==> config.mk <==
export PLATFORM = sky130hd
export DESIGN_NAME = scsa_class_table
export DESIGN_NICKNAME = d
export VERILOG_FILES = /design/src/rtl/scsa_pkg.sv /design/src/rtl/scsa_class_table.sv
export SDC_FILE = /design/constraint.sdc
export NUM_CORES = 1
export LEC_CHECK = 0
export BUFFER_PORTS_ARGS = -buffer_cell sky130_fd_sc_hd__buf_2
export CORE_MARGIN = 4
export CORE_UTILIZATION = 42
export DETAILED_ROUTE_END_ITERATION = 7
export PLACE_DENSITY = 0.66
export SETUP_SLACK_MARGIN = 0.2
export SYNTH_ARGS = -nofsm -noshare
export SYNTH_HDL_FRONTEND = slang
export SYNTH_SLANG_ARGS = --single-unit
==> constraint.sdc <==
create_clock -name clk -period 1.2 [get_ports clk]
set_input_delay 0.18 -clock clk [delete_from_list [all_inputs] [get_ports clk]]
set_output_delay 0.18 -clock clk [all_outputs]
set_load 0.05 [all_outputs]
==> src/rtl/scsa_pkg.sv <==
`timescale 1ns / 1ps

package scsa_pkg;

    localparam int unsigned NUM_CLASSES        = 6;
    localparam int unsigned CHUNK_BYTES        = 4096;
    localparam int unsigned CHUNK_HEADER_BYTES = 16;
    localparam int unsigned NUM_CHUNKS         = 64;
    localparam int unsigned SMALLEST_BLOCK     = 16;

    localparam int unsigned ADDR_W      = 18;
    localparam int unsigned BYTES_W     = 16;
    localparam int unsigned COUNT_W     = 14;
    localparam int unsigned CLS_IDX_W   = 3;

    localparam int unsigned REGION_BYTES = NUM_CHUNKS * CHUNK_BYTES;
    localparam int unsigned IDX_SHIFT    = $clog2(SMALLEST_BLOCK);
    localparam int unsigned LINK_DEPTH   = REGION_BYTES >> IDX_SHIFT;
    localparam int unsigned LINK_IDX_W   = $clog2(LINK_DEPTH);
    localparam int unsigned CLS_W        = (NUM_CLASSES > 1) ? $clog2(NUM_CLASSES) : 1;
    localparam int unsigned OFF_W        = $clog2(CHUNK_BYTES + 1);
    localparam int unsigned CHUNK_CNT_W  = $clog2(NUM_CHUNKS + 1);
    localparam int unsigned LINK_W       = ADDR_W + 1;

    localparam logic [COUNT_W-1:0] COUNT_MAX = '1;

    typedef enum logic
    {
        MODE_ALLOC = 1'b0,
        MODE_FREE  = 1'b1
    } mode_t;

    typedef enum logic [1:0]
    {
        STATUS_SERVED = 2'd0,
        STATUS_PASS   = 2'd1,
        STATUS_OOM    = 2'd2,
        STATUS_NULL   = 2'd3
    } status_t;

    typedef enum logic [2:0]
    {
        ST_IDLE,
        ST_LOOKUP,
        ST_CARVE,
        ST_LINK_RD,
        ST_POP,
        ST_RESULT
    } state_t;

    typedef struct packed
    {
        mode_t                mode;
        logic [BYTES_W-1:0]   request_bytes;
        logic [ADDR_W-1:0]    block_address;
    } req_t;

    typedef struct packed
    {
        logic [ADDR_W-1:0]    granted_address;
        status_t              status;
        logic [CLS_IDX_W-1:0] class_index;
        logic [COUNT_W-1:0]   class_allocated;
        logic [COUNT_W-1:0]   class_free;
    } rsp_t;

    typedef struct packed
    {
        logic              valid;
        logic [ADDR_W-1:0] addr;
    } link_t;

    typedef struct packed
    {
        link_t              head;
        logic [COUNT_W-1:0] allocated;
        logic [COUNT_W-1:0] free_blocks;
    } class_entry_t;

    typedef struct packed
    {
        logic             rd_en;
        logic [CLS_W-1:0] rd_idx;
        logic             wr_en;
        logic [CLS_W-1:0] wr_idx;
        class_entry_t     wr_entry;
    } class_tbl_req_t;

    typedef struct packed
    {
        logic             hit;
        logic [CLS_W-1:0] idx;
    } class_pick_t;

    // First class whose threshold covers the size; zero bytes never hits.
    function automatic class_pick_t pick_class(logic [BYTES_W-1:0] bytes);
        class_pick_t p;
        p.hit = 1'b0;
        p.idx = '0;
        for (int k = NUM_CLASSES - 1; k >= 0; k--)
        begin
            if (bytes != '0 && 32'(bytes) <= (SMALLEST_BLOCK << k))
            begin
                p.hit = 1'b1;
                p.idx = CLS_W'(k);
            end
        end
        return p;
    endfunction

    function automatic logic [ADDR_W-1:0] class_block_size(logic [CLS_W-1:0] k);
        int unsigned s;
        s = SMALLEST_BLOCK << k;
        if (s < 8)
        begin
            s = 8;
        end
        s = (s + 7) & ~32'd7;
        return ADDR_W'(s);
    endfunction

    function automatic logic [LINK_IDX_W-1:0] link_index(logic [ADDR_W-1:0] a);
        return LINK_IDX_W'(a >> IDX_SHIFT);
    endfunction

    function automatic logic [COUNT_W-1:0] sat_add(logic [COUNT_W-1:0] c,
                                                   logic [COUNT_W-1:0] n);
        logic [COUNT_W:0] s;
        s = {1'b0, c} + {1'b0, n};
        return (s > {1'b0, COUNT_MAX}) ? COUNT_MAX : s[COUNT_W-1:0];
    endfunction

    function automatic logic [COUNT_W-1:0] sat_dec(logic [COUNT_W-1:0] c);
        return (c == '0) ? '0 : c - 1'b1;
    endfunction

endpackage

==> src/rtl/scsa_class_table.sv <==
`timescale 1ns / 1ps

module scsa_class_table
    import scsa_pkg::*;
(
    input  logic           clk,
    input  logic           rst_n,
    input  class_tbl_req_t tbl_req,
    output class_entry_t   rd_entry
);

    class_entry_t            mem [NUM_CLASSES];
    class_entry_t            rd_data_reg;
    logic [NUM_CLASSES-1:0]  written_reg;
    logic                    rd_written_reg;

    // An entry never written reads as an empty list with zero counts.
    always_ff @(posedge clk or negedge rst_n)
    begin
        if (!rst_n)
        begin
            written_reg    <= '0;
            rd_written_reg <= 1'b0;
        end
        else
        begin
            if (tbl_req.wr_en)
            begin
                written_reg[tbl_req.wr_idx] <= 1'b1;
            end
            if (tbl_req.rd_en)
            begin
                rd_written_reg <= written_reg[tbl_req.rd_idx];
            end
        end
    end

    always_ff @(posedge clk)
    begin
        if (tbl_req.wr_en)
        begin
            mem[tbl_req.wr_idx] <= tbl_req.wr_entry;
        end
        if (tbl_req.rd_en)
        begin
            rd_data_reg <= mem[tbl_req.rd_idx];
        end
    end

    assign rd_entry = rd_written_reg ? rd_data_reg : '0;

endmodule

==> impl_metrics.env, run 1 <==
export IMPL_viasPerCell=5.00
export IMPL_ioPinCount=104
export IMPL_synth_area_leaders="edfxtp_1 78%, mux4_2 8.3%, mux2i_1 3.7%"
export IMPL_portBuffers=103
export IMPL_gp_congestion=0.710
export IMPL_setup_viol=90
export IMPL_chipWidth_um=182
export IMPL_switchingPower_mw=6.05
export IMPL_synth_top_area_cell="edfxtp_1"
export IMPL_powerDensity_nw_per_um2=1630
export IMPL_grt_max_degree=28
export IMPL_critPathMaxStageDelay_ns=0.48
export IMPL_syn_area_um2=12700
export IMPL_cp_arrival_ns=1.50
export IMPL_power_total_mw=26.8
export IMPL_crit_path_cell_trace="buf_12, and2_2, buf_6"
export IMPL_num_vias=6256
export IMPL_largest_register_ffs=282
export IMPL_ys_seq_area_share_pct=79.0
export IMPL_cp_top_family="flip-flops"
export IMPL_hold_violations=0
export IMPL_routed_wl_um=24200
export IMPL_core_area_um2=29800
export IMPL_clockPowerShare_pct=37.6
export IMPL_grt_ovfl_total=0
export IMPL_syn_inst=625
export IMPL_grtUsageMet1_pct=21.1
export IMPL_yosysMostFrequentCell="edfxtp_1"
export IMPL_cts_buffers=35
export IMPL_syn_nets=682
export IMPL_drtAntennaViolNets=0
export IMPL_critPathBufInv=2
export IMPL_async_flop_share_pct=2.08
export IMPL_yosysWarnings=0
export IMPL_internal_power_mw=20.8
export IMPL_tightest_slew_ns=0.266
export IMPL_multi_input_area_um2=2670
export IMPL_synth_cell_type_count=20
export IMPL_cp_max_fo=19
export IMPL_fin_skew_ns=0.00896
export IMPL_htree_levels=2
export IMPL_vdd_drop_max_mv=0.807
export IMPL_post_route_min_period_ns=1.68
export IMPL_cts_sinks=336
export IMPL_fmax_mhz=595
export IMPL_n_fill_cell=2298
export IMPL_setup_slack_ns=-0.479
export IMPL_cp_required_ns=1.02
export IMPL_ys_flop_type="edfxtp_1"
export IMPL_place_area_um2=14400
export IMPL_final_seq_area_um2=10100
export IMPL_slew_violations=0
export IMPL_rsz0062_at_grt="yes"
export IMPL_run_status="complete, but fails checks"
export IMPL_avgSynthCellArea_um2=20.4
export IMPL_power_leakage_nw=5.74
export IMPL_yosysTopAreaCellShare_pct=77.6
export IMPL_violations="negative setup slack"
export IMPL_drive_gt1_share_pct=40.4
export IMPL_p_sw_share_pct=22.6
export IMPL_power_frac_comb_pct=12.0
export IMPL_rows=63
export IMPL_endpoint_kind="output port"
export IMPL_cts_tree="done"
export IMPL_hold_path_class="input port to flop"
export IMPL_slew_headroom_pct=82.2
export IMPL_cp_slowest_cell="dfrtp_2"
export IMPL_cap_viol_max_count=0
export IMPL_grt_pass1_wl_um=38000
export IMPL_grt_pass1_vias=6553
export IMPL_postCtsSetupRepairBufs=0
export IMPL_dpl_hpwl_um=15000
export IMPL_start_util_pct=42.7
export IMPL_post_route_util_pct=55.2
export IMPL_antenna_found_initial=1
export IMPL_clk_pin_slew_ns=0.06
export IMPL_clock_path_buffers=3
export IMPL_grt_met2_usage_pct=23.3
export IMPL_wl_per_cell_um=19.3
export IMPL_die_h_um=182
export IMPL_finalNetCount=892
export IMPL_clockRootBuffer="clkbuf_16"
export IMPL_critPathLaunchType="flop"
export IMPL_ys_ff_latch=336
export IMPL_synth_common_cells="329 x edfxtp_1, 52 x nor2_1"
export IMPL_grt_usage_pct=14.7
export IMPL_area_growth_pct=29.2
export IMPL_worst_setup_path_type="flop to output port"
export IMPL_fin_crit_sh_pct=140
export IMPL_top_usage_layer="met2"
export IMPL_clkLatencyLatePin_ns=0.50
export IMPL_dr_pass1_iters=4
export IMPL_synth_edf_count=329
export IMPL_remaining_drc_errors=0
export IMPL_seq_power_share_pct=50.4
export IMPL_drt_iter0_drc=342
export IMPL_grtUsageMet3_pct=2.85
export IMPL_fp_dieArea_um2=33200
export IMPL_postLayoutCellArea_um2=16400
-- power groups by stage --
stage	combinational, mW	clock (mW)	sequential, mW
after floorplan	1.84	0	13.7
after CTS	3.17	10.3	13.5
after global placement	2.61	0	13.8
final	3.22	10.1	13.5
after detailed placement	2.64	0	13.8
after global routing	3.40	10.8	13.6
-- cell usage in the layout (no fill, tap or decap), drive strengths merged --
master	Yosys	layout
a21oi	47	47
a31oi	1	1
and2	47	47
buf	22	157
bufinv	0	2
clkbuf	10	45
clkinv	0	10
dfrtp	7	7
diode	0	1
dlygate4sd3	0	48
edfxtp	329	329
inv	0	4
mux2	1	1
mux2i	47	47
mux4	48	48
nand2	1	1
nand2b	4	4
nand3b	1	1
nor2	52	52
nor3	2	2
or2	6	6
-- cells by family (layout without fill, tap and decap cells) --
group,Yosys count,count (layout),synth area share [%]
AO/OA/AOI/OAI,48,48,1.90
multiplexers,96,96,12.3
AND/OR/NAND/NOR,113,113,4.50
flip-flops,336,336,79.0
other,0,1,0
buffers and inverters,32,266,2.31
-- stage by stage --
stage | hold slack (ns) | setup TNS [ns] | std cells | setup WS (ns)
3_3_place_gp | 0.0199 | -31.98 | 1140 | -0.337
2_1_floorplan | -0.116 | -120.32 | 625 | -0.753
6_report | 0.0577 | -21.51 | 1250 | -0.479
5_1_grt | 0.0378 | -26.11 | 1250 | -0.529
3_5_place_dp | 0.0191 | -33.16 | 1140 | -0.362
4_1_cts | 0.0422 | -23.33 | 1249 | -0.536
-- what timing repair did --
action                                  4_1_cts  5_1_grt
hold endpoints to repair                    289        0
endpoints found under the setup margin       95       95
resized for setup                           121       40
hold buffers                                 48        0
pin swaps                                     1        1
gates cloned                                  0        0
-- worst reg2reg max path, cell delays in order, from the launching register on --
cell and delay [ns]:
edfxtp_1 0.37, mux4_2 0.50, nor2_4 0.12, a21oi_2 0.05
-- routing by layer --
| layer | vias up | part of all wire, % |
|---|---|---|
| met4 | 0 | 1.9 |
| met1 | 3210 | 46 |
| li1 | 2891 | - |
| met5 | - | 0 |
| met2 | 118 | 48 |
| met3 | 37 | 4.2 |
-- final timing paths --
kind	from	endpoint	slack, ns	cells past startpoint
setup / recovery	rd_written_reg$_DFFE_PN0P_	rd_entry[14]	-0.48	3
hold / removal	tbl_req[54]	rd_data_reg[42]$_DFFE_PP_	0.06	1
setup reg to reg	mem[2][11]$_DFFE_PP_	rd_data_reg[11]$_DFFE_PP_	-0.07	3
hold reg to reg	written_reg[4]$_DFFE_PN0P_	written_reg[4]$_DFFE_PN0P_	0.46	1
max in group asynchronous	rst_n	rd_written_reg$_DFFE_PN0P_	0.96	2
min in group asynchronous	rst_n	written_reg[3]$_DFFE_PN0P_	0.07	2
-- cell type report --
class / count / area share (%)
Multi-Input combinational cell: 257 / 16.2
Tap cell: 390 / 2.97
Clock buffer: 45 / 5.61
Clock inverter: 16 / 0.844
Timing Repair Buffer: 205 / 13.2
Sequential cell: 336 / 61.1
Antenna cell: 1 / 0.0152
(Power assumes the default switching activity.)
==> run 2: changes to the inputs <==
- RECOVER_POWER: unset -> 50
==> impl_metrics.env, run 2 (same netlist as run 1, synthesis figures left out) <==
export IMPL_fp_dieArea_um2=33200
export IMPL_cp_max_fo=19
export IMPL_die_h_um=182
export IMPL_place_area_um2=14400
export IMPL_clock_path_buffers=3
export IMPL_worst_setup_path_type="flop to output port"
export IMPL_cts_tree="done"
export IMPL_layout_commonest_cell="edfxtp_1"
export IMPL_dr_pass1_iters=4
export IMPL_fmax_mhz=596
export IMPL_chipWidth_um=182
export IMPL_grt_ovfl_total=0
export IMPL_hold_path_class="input port to flop"
export IMPL_p_sw_share_pct=22.6
export IMPL_num_vias=6279
export IMPL_post_route_min_period_ns=1.68
export IMPL_internal_power_mw=20.7
export IMPL_grt_usage_pct=14.7
export IMPL_power_leakage_nw=5.59
export IMPL_cts_buffers=35
export IMPL_endpoint_kind="output port"
export IMPL_core_area_um2=29800
export IMPL_run_status="complete, but fails checks"
export IMPL_power_frac_comb_pct=11.9
export IMPL_largest_register_ffs=282
export IMPL_r2r_setup_slack_ns=-0.07
export IMPL_vdd_drop_max_mv=0.807
export IMPL_setup_viol=90
export IMPL_setup_slack_ns=-0.478
export IMPL_dpl_hpwl_um=15000
export IMPL_routed_wl_um=24100
export IMPL_grt_max_degree=28
export IMPL_reg2reg_depth=3
export IMPL_drtAntennaViolNets=0
export IMPL_slew_headroom_pct=62.2
export IMPL_postCtsSetupRepairBufs=0
export IMPL_cp_required_ns=1.02
export IMPL_rsz0062_at_grt="yes"
export IMPL_hold_end="rd_data_reg[42]$_DFFE_PP_"
export IMPL_top_layer_used="met4"
export IMPL_switchingPower_mw=6.04
export IMPL_dr_wl_met2_um=11800
export IMPL_m1WireLength_um=10700
export IMPL_area_growth_pct=28.5
export IMPL_cts_sinks=336
export IMPL_n_fill_cell=2323
export IMPL_clockPowerShare_pct=37.6
export IMPL_finalNetCount=892
export IMPL_tightest_slew_ns=0.567
export IMPL_hold_depth=1
export IMPL_drt_iter0_drc=322
export IMPL_portBuffers=103
export IMPL_gp_congestion=0.710
export IMPL_clk_pin_slew_ns=0.07
export IMPL_grt_pass1_wl_um=38000
export IMPL_viasPerCell=5.02
export IMPL_rows=63
export IMPL_r2r_end="rd_data_reg[11]$_DFFE_PP_"
export IMPL_antenna_found_initial=1
export IMPL_critPathLaunchType="flop"
export IMPL_ioPinCount=104
export IMPL_cp_arrival_ns=1.50
export IMPL_clkLatencyLatePin_ns=0.50
export IMPL_slew_violations=0
export IMPL_finalSetupTns_ns=-21.41
export IMPL_final_cell_mix="329 x edfxtp_1, 57 x clkbuf_1, 48 x mux4_2, 48 x dlygate4sd3_1, 47 x mux2i_1"
export IMPL_wl_per_cell_um=19.3
export IMPL_r2r_start="mem[2][11]$_DFFE_PP_"
export IMPL_postLayoutCellArea_um2=16400
export IMPL_grt_pass1_vias=6553
export IMPL_fin_crit_sh_pct=140
export IMPL_seq_power_share_pct=50.5
export IMPL_cap_viol_max_count=0
export IMPL_wl_met3_um=1260
export IMPL_min_delay_start="tbl_req[54]"
export IMPL_htree_levels=2
export IMPL_start_util_pct=42.7
export IMPL_violations="negative setup slack"
export IMPL_remaining_drc_errors=0
export IMPL_clockRootBuffer="clkbuf_16"
export IMPL_fin_skew_ns=0.00902
export IMPL_cp_startpoint="rd_written_reg$_DFFE_PN0P_"
export IMPL_hold_violations=0
export IMPL_drive_gt1_share_pct=34.8
export IMPL_powerDensity_nw_per_um2=1640
-- run 2: cell count changes in the layout (fill, tap and decap cells not counted), sizes merged --
cell	before	now
buf	157	107
clkbuf	45	95
-- run 2: what timing repair did --
item	4_1_cts	5_1_grt
gates resized for setup	121	40
endpoints found under the setup margin	95	95
hold buffers	48	0
pin swaps	1	1
endpoints found under the hold margin	289	0
-- run 2: critical path: stages, from the launching register on --
cell	delay, ns
dfrtp_2	0.48
buf_12	0.19
and2_2	0.18
buf_6	0.15
-- run 2: layout make-up --
cell class	instances	area [um^2]	share of cell area (%)
Multi-Input combinational cell	257	2670	16.3
Timing Repair Buffer	205	2080	12.7
Antenna cell	1	2.50	0.0153
Sequential cell	336	10100	61.5
Clock inverter	16	139	0.849
Clock buffer	45	923	5.65
Tap cell	390	488	2.98
-- run 2: power groups by stage --
stage / clock network [mW] / logic [mW] / registers, mW
finish: 10.1 / 3.18 / 13.5
global route: 10.8 / 3.37 / 13.6
CTS: 10.3 / 3.17 / 13.5
detailed placement: 0 / 2.64 / 13.8
global placement: 0 / 2.61 / 13.8
floorplan: 0 / 1.84 / 13.7
-- run 2: worst max path at each step --
stage / end / depth (start not counted)
floorplan: mem[0][0]$_DFFE_PP_ / 2
global placement: rd_data_reg[40]$_DFFE_PP_ / 5
detailed placement: rd_data_reg[42]$_DFFE_PP_ / 5
CTS: rd_entry[4] / 3
global route: rd_entry[13] / 3
finish: rd_entry[14] / 3
-- run 2: stage by stage --
stage	hold WS (ns)	total power, mW	instances	utilization [%]	worst slack [ns]
2_1_floorplan	-0.116	15.6	625	-	-0.753
5_1_grt	0.100	27.8	1250	54.9	-0.529
6_report	0.0982	26.8	1250	54.9	-0.478
3_3_place_gp	0.0199	16.4	1140	48.3	-0.337
3_5_place_dp	0.0191	16.4	1140	48.3	-0.362
4_1_cts	0.0422	27.0	1249	54.8	-0.536
-- run 2: per-layer routing --
layer  global-route usage [%]  vias up
met5                        0        -
met2                     23.3      150
met1                     21.1     3202
met3                     2.85       35
li1                         -     2892
met4                     3.75        0
