===== src/rtl/scsa_link_ram.sv =====
`timescale 1ns / 1ps

module scsa_link_ram
#(
    parameter int unsigned DEPTH = 16,
    parameter int unsigned WIDTH = 8,
    localparam int unsigned AW   = (DEPTH > 1) ? $clog2(DEPTH) : 1
)
(
    input  logic             clk,
    input  logic             wr_en,
    input  logic [AW-1:0]    wr_addr,
    input  logic [WIDTH-1:0] wr_data,
    input  logic             rd_en,
    input  logic [AW-1:0]    rd_addr,
    output logic [WIDTH-1:0] rd_data
);

    logic [WIDTH-1:0] mem [DEPTH];
    logic [WIDTH-1:0] rd_data_reg;

    always_ff @(posedge clk)
    begin
        if (wr_en)
        begin
            mem[wr_addr] <= wr_data;
        end
        if (rd_en)
        begin
            rd_data_reg <= mem[rd_addr];
        end
    end

    assign rd_data = rd_data_reg;

endmodule


===== config.mk =====
export PLATFORM = sky130hd
export DESIGN_NAME = scsa_link_ram
export DESIGN_NICKNAME = d
export VERILOG_FILES = /design/src/rtl/scsa_link_ram.sv
export SDC_FILE = /design/constraint.sdc
export NUM_CORES = 1
export LEC_CHECK = 0
export ABC_AREA = 1
export BUFFER_PORTS_ARGS = -buffer_cell sky130_fd_sc_hd__buf_2
export CAP_MARGIN = 20
export CORE_UTILIZATION = 55
export DETAILED_ROUTE_END_ITERATION = 10
export GPL_TIMING_DRIVEN = 0
export PLACE_DENSITY = 0.73
export SYNTH_ARGS = -nofsm -noshare
export SYNTH_HDL_FRONTEND = slang
export SYNTH_SLANG_ARGS = --single-unit

===== constraint.sdc =====
create_clock -name clk -period 1.2 [get_ports clk]
set_input_delay 0.06 -clock clk [delete_from_list [all_inputs] [get_ports clk]]
set_output_delay 0.06 -clock clk [all_outputs]
set_load 0.02 [all_outputs]

==> results of run 1 <==
## area by class of cell
class                           instances  area [µm²]
Sequential cell                       136        4084
Fill cell                             767        3486
Multi-Input combinational cell        289        1229
Clock buffer                           19       421.7
Inverter                              102       382.9
Timing Repair Buffer                   32       205.2
Clock inverter                         13       178.9
Tap cell                              136       170.2
Buffer                                 24       166.4
## cell families after synthesis
logic type	count (synthesis)	share of synthesized area, %
and+or+nand+nor	289	20.76
DFF	136	69.85
buffers and inverters	126	9.394
## worst max-delay path by stage
stage          depth (start not counted)              endpoint  slack [ns]
2_1_floorplan                          2  mem[10][0]$_DFFE_PP_        0.19
3_3_place_gp                           3   mem[7][2]$_DFFE_PP_       -0.34
3_5_place_dp                           3   mem[7][1]$_DFFE_PP_       -0.41
4_1_cts                                6  rd_data[5]$_DFFE_PP_        0.05
5_1_grt                                6  rd_data[0]$_DFFE_PP_       0.005
6_report                               6  rd_data[4]$_DFFE_PP_        0.04
## metal layers
metal | global-route usage (%) | routed length (µm) | share of wire [%] | vias up
met5 | 0 | 0 | 0 | -
met3 | 5.739 | 1340 | 9.9 | 24
met1 | 37.29 | 5740 | 42 | 1879
met2 | 39.40 | 6210 | 46 | 237
met4 | 10.56 | 216 | 1.6 | 0
li1 | - | - | - | 1885
## cells in the mapped netlist
cell / number
buf_1: 1
buf_2: 13
buf_4: 4
buf_6: 6
edfxtp_1: 136
inv_1: 100
inv_2: 2
nand2_1: 173
nand3_1: 97
nand3b_1: 2
nor2_1: 17
## cell usage in the layout (no fill, tap or decap), drive strengths merged, types with 4 or more instances in the layout
cell / instances
nand2: 173
edfxtp: 136
inv: 102
nand3: 97
buf: 47
clkbuf: 19
nor2: 17
dlygate4sd3: 9
clkinv: 7
bufinv: 4
## power by group through the flow
stage               Sequential [mW]  Combinational [mW]  Clock [mW]
global placement               5.47               0.681           0
floorplan                      5.50               0.375           0
finish                         5.38               0.741        5.24
global route                   5.38               0.798        5.45
detailed placement             5.48               0.692           0
CTS                            5.38               0.723        5.26
## critical path, stage by stage, from the launching register on
cell and delay [ns]:
edfxtp_1 0.37, inv_1 0.06, nand2_1 0.04, nand3_1 0.09, nand3_1 0.15, nand3_1 0.12
nand2_1 0.08
## stage by stage
stage | instance area [µm²] | setup slack (ns) | TNS, ns | utilization [%] | instances
after floorplan | 5847 | 0.1892 | 0 | - | 551
after global placement | 6132 | -0.3383 | -25.90 | 59.40 | 710
after detailed placement | 6132 | -0.4118 | -30.92 | 59.40 | 710
after CTS | 6823 | 0.05388 | 0 | 66.09 | 751
after global routing | 6838 | 0.005312 | 0 | 66.23 | 751
final | 6838 | 0.03957 | 0 | 66.23 | 751
## timing repair
item	CTS	global route
endpoints found under the setup margin	0	3
hold endpoints to repair	136	0
gates resized for setup	0	3
hold buffers	9	0
==> summary.md, run 1 <==
Pwr
- 11.36 mW — PnR Total Power
- 47.3% — Sequential Power Share
- 21.37% — switching part of the total
- 1661 mW/mm² — power density over cell area
- 46.1% — Clk pwr share
- 0.9419 mV — peak ir drop on the vdd network
- 2.427 mW — Switch Pwr
- 2.957 nW — leakage power of the design
- 6.5% — combinational share of power
- 8.932 mW — internal cell power

Synthesis
- 551 — post-synthesis instance total
- edfxtp_1 — post-synthesis cell type with the largest combined area
- 570 — synthesized net count
- 0.005847 mm² — synthesized area
- 11 — distinct cell type count after synthesis
- 69.85% — fraction of synthesized cell area taken by the top area cell type
- edfxtp_1 70%, nand2_1 11%, nand3_1 8.3% — biggest area contributors in the synthesized netlist
- 10.61 µm² — Avg Cell Area, Syn
- 0 — YS warnings
- 69.85% — post-synthesis sequential area ratio
- 136 — number of register bits inferred by synthesis

Route
- 17.99 µm — wire length per cell after detailed routing
- 5.360 — Avg Vias per Cell
- 13510 µm — overall routed net length
- 6 — number of search-and-repair iterations in the first detailed-routing pass
- 4025 — total via count in the routed design
- 0 — # DRC
- 323 — drt initial violations
- 0 — antenna viol nets, final

Timing
- no — RSZ-0062 raised after global routing
- 0 — final setup violation count
- 37.34% — worst max-slew margin expressed relative to the limit
- 0.8618 GHz — Max Fclk
- 1.160 ns — fin crit period
- 0.003463 ns — Worst Clk Skew
- 0 — final hold vios
- 96.70% — post-route clock period utilization
- 0.04796 ns — worst hold margin
- 0 — Final Slew Violations
- 0.9365 ns — slew at the pin closest to its max-slew limit

Clocking
- 0 — number of post-CTS setup repair buffers
- 2 — maximum clock path buffer count
- clkbuf_8 — clock tree root buffer cell
- 0.52 ns — clock network latency to the later pin of the worst-skew pair
- 17 — number of buffers inserted during clock tree synthesis
- 0.06 ns — Reg clk slew, reported paths
- built — TritonCTS clock tree
- 4 — H-tree depth
- 136 — TritonCTS Sinks

Worst setup path
- flop — capturing element type of the critical path
- 0.04 ns — slack of the worst reg-to-reg path
- 6 — number of cell instances on the worst register-to-register path
- flop — kind of launch point of the worst setup path
- 1.47 ns — data required time of the worst path
- mem[1][4]$_DFFE_PP_ — first element of the critical path
- 1 — maximum fanout along the worst path
- rd_data[4]$_DFFE_PP_ — worst flop-to-flop path endpoint
- reg2reg — kind of critical path
- 1.43 ns — data arrival time of the worst path
- mem[1][4]$_DFFE_PP_ — beginning of the worst register-to-register path

GRT
- 0 — total gr overflow
- 0 — number of antenna violations at the first check in global routing
- 26.18% — total routing resource utilization after global routing
- 17 — pin count of the biggest net entering global routing
- 20580 µm — global-route wire length before repair
- 3765 — vias in the first global route

Worst hold path
- rd_addr[2] — launch point of the worst hold path
- 4 — number of instances on the worst hold path
- rd_data[6]$_DFFE_PP_ — Hold Path End
- in2reg — worst hold path type

Floorplanning
- 37 — # rows
- 0.01105 mm² — die footprint
- 105.1 µm — Die H
- 105.1 µm — width of the chip
- 0.01032 mm² — core footprint
- 27 — total I/O pin count
- 56.64% — starting density of the core

Layout
- 128 — flip-flop count of the largest register, all copies and words added
- 0 — Antenna Cells
- 621 — number of nets in the layout
- 16.95% — growth of design area from synthesis to finish
- 12.85% — proportion of layout cells with a drive suffix above 1

Job
- 0 — max-cap violation count

Placement
- 0.8856 — Final GP Congestion
- 23 — count of buffers from port buffering
- 8554 µm — post-DP HPWL

Run status
- finished, final reports clean — outcome

Power figures use the tool's default switching activity.
==> run 2, diff against run 1 <==
==> constraint.sdc (replaced) <==
create_clock -name clk -period 1.1 [get_ports clk]
set_input_delay 0.055 -clock clk [delete_from_list [all_inputs] [get_ports clk]]
set_output_delay 0.055 -clock clk [all_outputs]
set_load 0.02 [all_outputs]
==> summary.md, run 2 (same netlist as run 1, synthesis figures left out) <==
Worst setup path
- 1 — Worst Path Buf+Inv, unchanged
- flip-flops — crit-path leading delay family
- output port — capturing element type of the critical path
- 1.05 ns — data arrival time of the worst path, -0.38 ns
- buf_6 — critical-path cell list
- 1 — maximum fanout along the worst path, unchanged
- 1.04 ns — data required time of the worst path, -0.43 ns
- reg2out — kind of critical path
- flop — kind of launch point of the worst setup path
- 0.38 ns — max incr delay on CP, about the same
- edfxtp_1 — standard cell with the maximum stage delay on the critical path

Placement
- 0.8856 — Final GP Congestion, unchanged
- 0.006132 mm² — Post-DP Area, unchanged
- 8554 µm — post-DP HPWL, unchanged
- 23 — count of buffers from port buffering, unchanged

Clocking
- built — TritonCTS clock tree
- 0.06 ns — Reg clk slew, reported paths, about the same
- clkbuf_8 — clock tree root buffer cell
- 4 — H-tree depth, unchanged
- 0.53 ns — clock network latency to the later pin of the worst-skew pair, about the same
- 0 — number of post-CTS setup repair buffers, unchanged
- 2 — maximum clock path buffer count, unchanged
- 136 — TritonCTS Sinks, unchanged
- 17 — number of buffers inserted during clock tree synthesis, unchanged

Timing
- 0 — final hold vios, unchanged
- 100.8% — post-route clock period utilization
- 0.9474 ns — slew at the pin closest to its max-slew limit, +0.01091 ns
- 3 — final setup violation count, +3
- -0.01135 ns — final setup TNS, -0.01135 ns
- 0 — Final Slew Violations, unchanged
- 0.003596 ns — Worst Clk Skew, +0.0001330 ns
- 0.9017 GHz — Max Fclk
- 1.109 ns — fin crit period
- 36.61% — worst max-slew margin expressed relative to the limit, -0.73 points
- yes — RSZ-0062 raised after global routing
- -0.009031 ns — worst setup slack after layout, -0.04860 ns

Layout
- 128 — flip-flop count of the largest register, all copies and words added, unchanged
- 166 x nand2_1, 136 x edfxtp_1, 100 x inv_1, 53 x nand3_2, 44 x nand3_1 — highest-count cells in the layout ignoring fill and taps
- 21.96% — growth of design area from synthesis to finish
- 0 — Antenna Cells, unchanged
- nand2_1 — most frequent standard cell in the layout excluding fill and tap cells
- 22.11% — proportion of layout cells with a drive suffix above 1, +9.3 points
- 0.007131 mm² — post-route cell area, +4.3%
- 621 — number of nets in the layout, unchanged

Worst hold path
- in2reg — worst hold path type

Pwr
- 21.80% — switching part of the total, +0.43 points
- 3.071 nW — leakage power of the design, +3.9%
- 1756 mW/mm² — power density over cell area, +5.7%
- 2.729 mW — Switch Pwr, +12%
- 9.790 mW — internal cell power, +9.6%
- 1.038 mV — peak ir drop on the vdd network, +10%
- 46.9% — Sequential Power Share, -0.4 points
- 7.3% — combinational share of power, +0.8 points
- 45.8% — Clk pwr share, -0.3 points

Route
- 18.65 µm — wire length per cell after detailed routing, +3.7%
- 5 — number of search-and-repair iterations in the first detailed-routing pass, -1
- 14010 µm — overall routed net length, +3.7%
- 5.345 — Avg Vias per Cell, -0.27%
- 367 — drt initial violations, +14%
- 4014 — total via count in the routed design, -0.27%
- 0 — antenna viol nets, final, unchanged
- 0 — # DRC, unchanged

Floorplanning
- 0.01105 mm² — die footprint, unchanged
- 105.1 µm — Die H, unchanged
- 37 — # rows, unchanged
- 0.01032 mm² — core footprint, unchanged
- 56.64% — starting density of the core, unchanged
- 105.1 µm — width of the chip, unchanged
- 27 — total I/O pin count, unchanged

GRT
- 26.44% — total routing resource utilization after global routing, +0.26 points
- 3817 — vias in the first global route, +1.4%
- 20800 µm — global-route wire length before repair, +1.0%
- 0 — total gr overflow, unchanged
- 17 — pin count of the biggest net entering global routing, unchanged
- 0 — number of antenna violations at the first check in global routing, unchanged

Run status
- finished, violations left — outcome
- setup timing — violated checks

Job
- 0 — max-cap violation count, unchanged

[run 2: cell counts in the layout (fill, tap and decap cells not counted)]
No cell type changed its count.
[run 2: what timing repair did]
| action | 4_1_cts | 5_1_grt |
|---|---|---|
| pin swaps | 5 | 18 |
| hold endpoints to repair | 136 | 0 |
| hold buffers | 9 | 0 |
| gates resized for setup | 16 | 52 |
| setup endpoints to repair | 10 | 16 |
[run 2: layer usage]
layer	global-route usage [%]	wire, µm
met1	37.42	5859
met2	39.88	6541
met3	5.739	1380
met4	11.17	225
met5	0	0
[run 2: stage by stage]
| stage | hold slack, ns | setup slack [ns] | util, % | instances | total power, mW |
|---|---|---|---|---|---|
| 2_1_floorplan | 0.1539 | 0.09416 | - | 551 | 6.414 |
| 3_3_place_gp | 0.3817 | -0.4333 | 59.40 | 710 | 6.712 |
| 3_5_place_dp | 0.3927 | -0.5068 | 59.40 | 710 | 6.729 |
| 4_1_cts | 0.03528 | -0.02825 | 66.86 | 751 | 12.42 |
| 5_1_grt | 0.03333 | -0.05745 | 69.07 | 751 | 12.80 |
| 6_report | 0.03548 | -0.009031 | 69.07 | 751 | 12.52 |
[run 2: final timing paths]
| kind | startpoint | depth (start not counted) | slack, ns | to |
|---|---|---|---|---|
| setup / recovery | rd_data[0]$_DFFE_PP_ | 1 | -0.009 | rd_data[0] |
| hold / removal | rd_addr[2] | 4 | 0.04 | rd_data[0]$_DFFE_PP_ |
| setup reg to reg | mem[10][4]$_DFFE_PP_ | 6 | 0 | rd_data[4]$_DFFE_PP_ |
| hold reg to reg | mem[0][7]$_DFFE_PP_ | 6 | 0.79 | rd_data[7]$_DFFE_PP_ |
[run 2: power groups by stage]
stage          logic (mW)  registers, mW  clock network (mW)
5_1_grt             0.980           5.88                5.95
6_report            0.912           5.87                5.74
3_3_place_gp        0.743           5.97                   0
4_1_cts             0.813           5.87                5.74
2_1_floorplan       0.409           6.00                   0
3_5_place_dp        0.755           5.97                   0
[run 2: final cells by class]
| type | count | area (µm²) |
|---|---|---|
| Multi-Input combinational cell | 289 | 1496 |
| Buffer | 24 | 166.4 |
| Clock inverter | 13 | 178.9 |
| Inverter | 102 | 382.9 |
| Timing Repair Buffer | 32 | 230.2 |
| Sequential cell | 136 | 4084 |
| Tap cell | 136 | 170.2 |
| Clock buffer | 19 | 421.7 |
| Fill cell | 739 | 3193 |
==> run 3, diff against run 2 <==
--- a/config.mk
+++ b/config.mk
@@ -8,10 +8,12 @@
 export ABC_AREA = 1
 export BUFFER_PORTS_ARGS = -buffer_cell sky130_fd_sc_hd__buf_2
 export CAP_MARGIN = 20
-export CORE_UTILIZATION = 55
+export CELL_PAD_IN_SITES_DETAIL_PLACEMENT = 0
+export CELL_PAD_IN_SITES_GLOBAL_PLACEMENT = 2
+export CORE_UTILIZATION = 41
 export DETAILED_ROUTE_END_ITERATION = 10
 export GPL_TIMING_DRIVEN = 0
-export PLACE_DENSITY = 0.73
+export PLACE_DENSITY = 0.79
 export SYNTH_ARGS = -nofsm -noshare
 export SYNTH_HDL_FRONTEND = slang
 export SYNTH_SLANG_ARGS = --single-unit
==> summary.md, run 3 (same netlist as run 1, synthesis figures left out) <==
Worst setup path
- 6 — logic depth of the worst path, buffers included, +5
- edfxtp_1 — standard cell with the maximum stage delay on the critical path
- rd_data[3]$_DFFE_PP_ — worst flop-to-flop path endpoint
- 1.29 ns — data arrival time of the worst path, +0.24 ns
- reg2reg — kind of critical path
- 0.35 ns — max incr delay on CP, -0.03 ns
- flop — kind of launch point of the worst setup path
- -0.02 ns — slack of the worst reg-to-reg path, -0.02 ns
- 1 — maximum fanout along the worst path, unchanged
- 6 — number of cell instances on the worst register-to-register path, unchanged
- 0 — Worst Path Buf+Inv, -1
- simple AND/OR/NAND/NOR gates — crit-path leading delay family
- 1.27 ns — data required time of the worst path, +0.23 ns
- mem[11][3]$_DFFE_PP_ — beginning of the worst register-to-register path
- nand2_1 -> nand2_1 -> nand2_2 -> nand3_1 -> nand3_1 -> nand2_2 — critical-path cell list
- flop — capturing element type of the critical path

GRT
- 0 — number of antenna violations at the first check in global routing, unchanged
- 22.15% — total routing resource utilization after global routing, -4.3 points
- 3605 — vias in the first global route, -5.6%
- 0 — total gr overflow, unchanged
- 22290 µm — global-route wire length before repair, +7.2%
- 17 — pin count of the biggest net entering global routing, unchanged

Floorplanning
- 43 — # rows, +16%
- 27 — total I/O pin count, unchanged
- 42.12% — starting density of the core, -15 points
- 0.01474 mm² — die footprint, +33%
- 121.4 µm — Die H, +16%
- 121.4 µm — width of the chip, +16%
- 0.01388 mm² — core footprint, +34%

Timing
- 47.48% — worst max-slew margin expressed relative to the limit, +11 points
- 0.8965 GHz — Max Fclk, -0.57%
- 1 — final setup violation count, -2
- -0.01544 ns — worst setup slack after layout, -0.006412 ns
- 0.7848 ns — slew at the pin closest to its max-slew limit, -0.1626 ns
- 1.115 ns — fin crit period, +0.006412 ns
- 101.4% — post-route clock period utilization, +0.58 points
- yes — RSZ-0062 raised after global routing
- 0.004427 ns — Worst Clk Skew, +0.0008312 ns
- -0.01544 ns — final setup TNS, -0.004089 ns
- 0 — final hold vios, unchanged
- 0.05480 ns — worst hold margin, +0.01932 ns
- 0 — Final Slew Violations, unchanged

Worst hold path
- in2reg — worst hold path type
- 1 — number of instances on the worst hold path, -3
- wr_data[1] — launch point of the worst hold path
- mem[8][1]$_DFFE_PP_ — Hold Path End

Pwr
- 22.20% — switching part of the total, +0.41 points
- 9.356 mW — internal cell power, -4.4%
- 2.977 nW — leakage power of the design, -3.0%
- 2.670 mW — Switch Pwr, -2.2%
- 1716 mW/mm² — power density over cell area, -2.3%
- 48.8% — Sequential Power Share, +1.9 points
- 43.9% — Clk pwr share, -1.9 points
- 0.8875 mV — peak ir drop on the vdd network, -14%
- 7.4% — combinational share of power, about the same

Clocking
- 0 — number of post-CTS setup repair buffers, unchanged
- 136 — TritonCTS Sinks, unchanged
- 17 — number of buffers inserted during clock tree synthesis, unchanged
- 2 — maximum clock path buffer count, unchanged
- 0.42 ns — clock network latency to the later pin of the worst-skew pair, -0.11 ns
- clkbuf_16 — clock tree root buffer cell
- 0.06 ns — Reg clk slew, reported paths, about the same
- 4 — H-tree depth, unchanged
- built — TritonCTS clock tree

Run status
- finished, violations left — outcome
- setup timing — violated checks

Placement
- 23 — count of buffers from port buffering, unchanged
- 0.006187 mm² — Post-DP Area, +0.90%
- 0.8006 — Final GP Congestion, -9.6%
- -0.6069 ns — Setup Slack @ Placement, -0.1001 ns
- 9641 µm — post-DP HPWL, +13%

Route
- 18.95 µm — wire length per cell after detailed routing, +1.6%
- 4.901 — Avg Vias per Cell, -8.3%
- 0 — # DRC, unchanged
- 3852 — total via count in the routed design, -4.0%
- 5 — number of search-and-repair iterations in the first detailed-routing pass, unchanged
- 14900 µm — overall routed net length, +6.4%
- 0 — antenna viol nets, final, unchanged
- 274 — drt initial violations, -25%

Job
- 0 — max-cap violation count, unchanged

Layout
- 19.86% — growth of design area from synthesis to finish
- 0 — Antenna Cells, unchanged
- 22.94% — proportion of layout cells with a drive suffix above 1, +0.82 points
- nand2_1 — most frequent standard cell in the layout excluding fill and tap cells
- 128 — flip-flop count of the largest register, all copies and words added, unchanged
- 159 x nand2_1, 136 x edfxtp_1, 100 x inv_1, 56 x nand3_1, 41 x nand3_2 — highest-count cells in the layout ignoring fill and taps
- 0.007008 mm² — post-route cell area, -1.7%
- 613 — number of nets in the layout, -1.3%

run 3: changes by cell type in the layout (fill, tap and decap cells not counted), moves of 4 or more:
cell           delta
nand3_2          -12
dlygate4sd3_1     -8
nand2_2           +7
buf_2             +4
nor2_1           -11
nor2_2           +11
nand2_1           -7
nand3_1          +12
buf_6             -4
run 3: layout make-up:
class	count	area, µm²
Clock inverter	12	110.1
Multi-Input combinational cell	289	1481
Buffer	24	166.4
Tap cell	180	225.2
Inverter	102	382.9
Fill cell	1243	6873
Timing Repair Buffer	24	125.1
Sequential cell	136	4084
Clock buffer	19	432.9
run 3: metal layers:
layer,routed length (µm),vias to the layer above,track usage (%)
li1,-,1870,-
met3,688,26,3.900
met1,7104,1848,31.75
met2,6677,108,32.14
met4,426,0,11.27
met5,0,-,0
run 3: worst max-delay path by stage:
stage	end	from	slack [ns]
floorplan	mem[4][0]$_DFFE_PP_	wr_addr[3]	0.09
global placement	mem[4][1]$_DFFE_PP_	wr_addr[3]	-0.55
detailed placement	mem[4][2]$_DFFE_PP_	wr_addr[3]	-0.61
CTS	mem[4][1]$_DFFE_PP_	wr_addr[3]	-0.16
global route	rd_data[0]$_DFFE_PP_	mem[14][0]$_DFFE_PP_	-0.07
finish	rd_data[3]$_DFFE_PP_	mem[11][3]$_DFFE_PP_	-0.02
run 3: timing repair:
action | 4_1_cts | 5_1_grt
pin swaps | 6 | 7
gates resized for setup | 23 | 43
endpoints found under the hold margin | 8 | 0
endpoints found under the setup margin | 31 | 72
hold buffers | 1 | 0
run 3: worst register-to-register path, cell delays in order (launching register included):
cell and delay (ns):
edfxtp_1 0.35, nand2_1 0.07, nand2_1 0.07, nand2_2 0.08, nand3_1 0.08, nand3_1 0.13
nand2_2 0.08
run 3: through the flow:
| step | cells | power, mW | utilization, % |
|---|---|---|---|
| 6_report | 786 | 12.03 | 50.49 |
| 5_1_grt | 786 | 12.40 | 50.49 |
| 4_1_cts | 786 | 12.03 | 49.31 |
| 3_5_place_dp | 754 | 6.772 | 44.57 |
| 3_3_place_gp | 754 | 6.759 | 44.57 |
| 2_1_floorplan | 551 | 6.414 | - |
run 3: power by group through the flow:
stage / registers [mW] / clock network, mW / logic, mW
floorplan: 6.00 / 0 / 0.409
global placement: 5.97 / 0 / 0.790
detailed placement: 5.97 / 0 / 0.797
CTS: 5.87 / 5.33 / 0.838
global route: 5.88 / 5.56 / 0.968
finish: 5.87 / 5.27 / 0.885
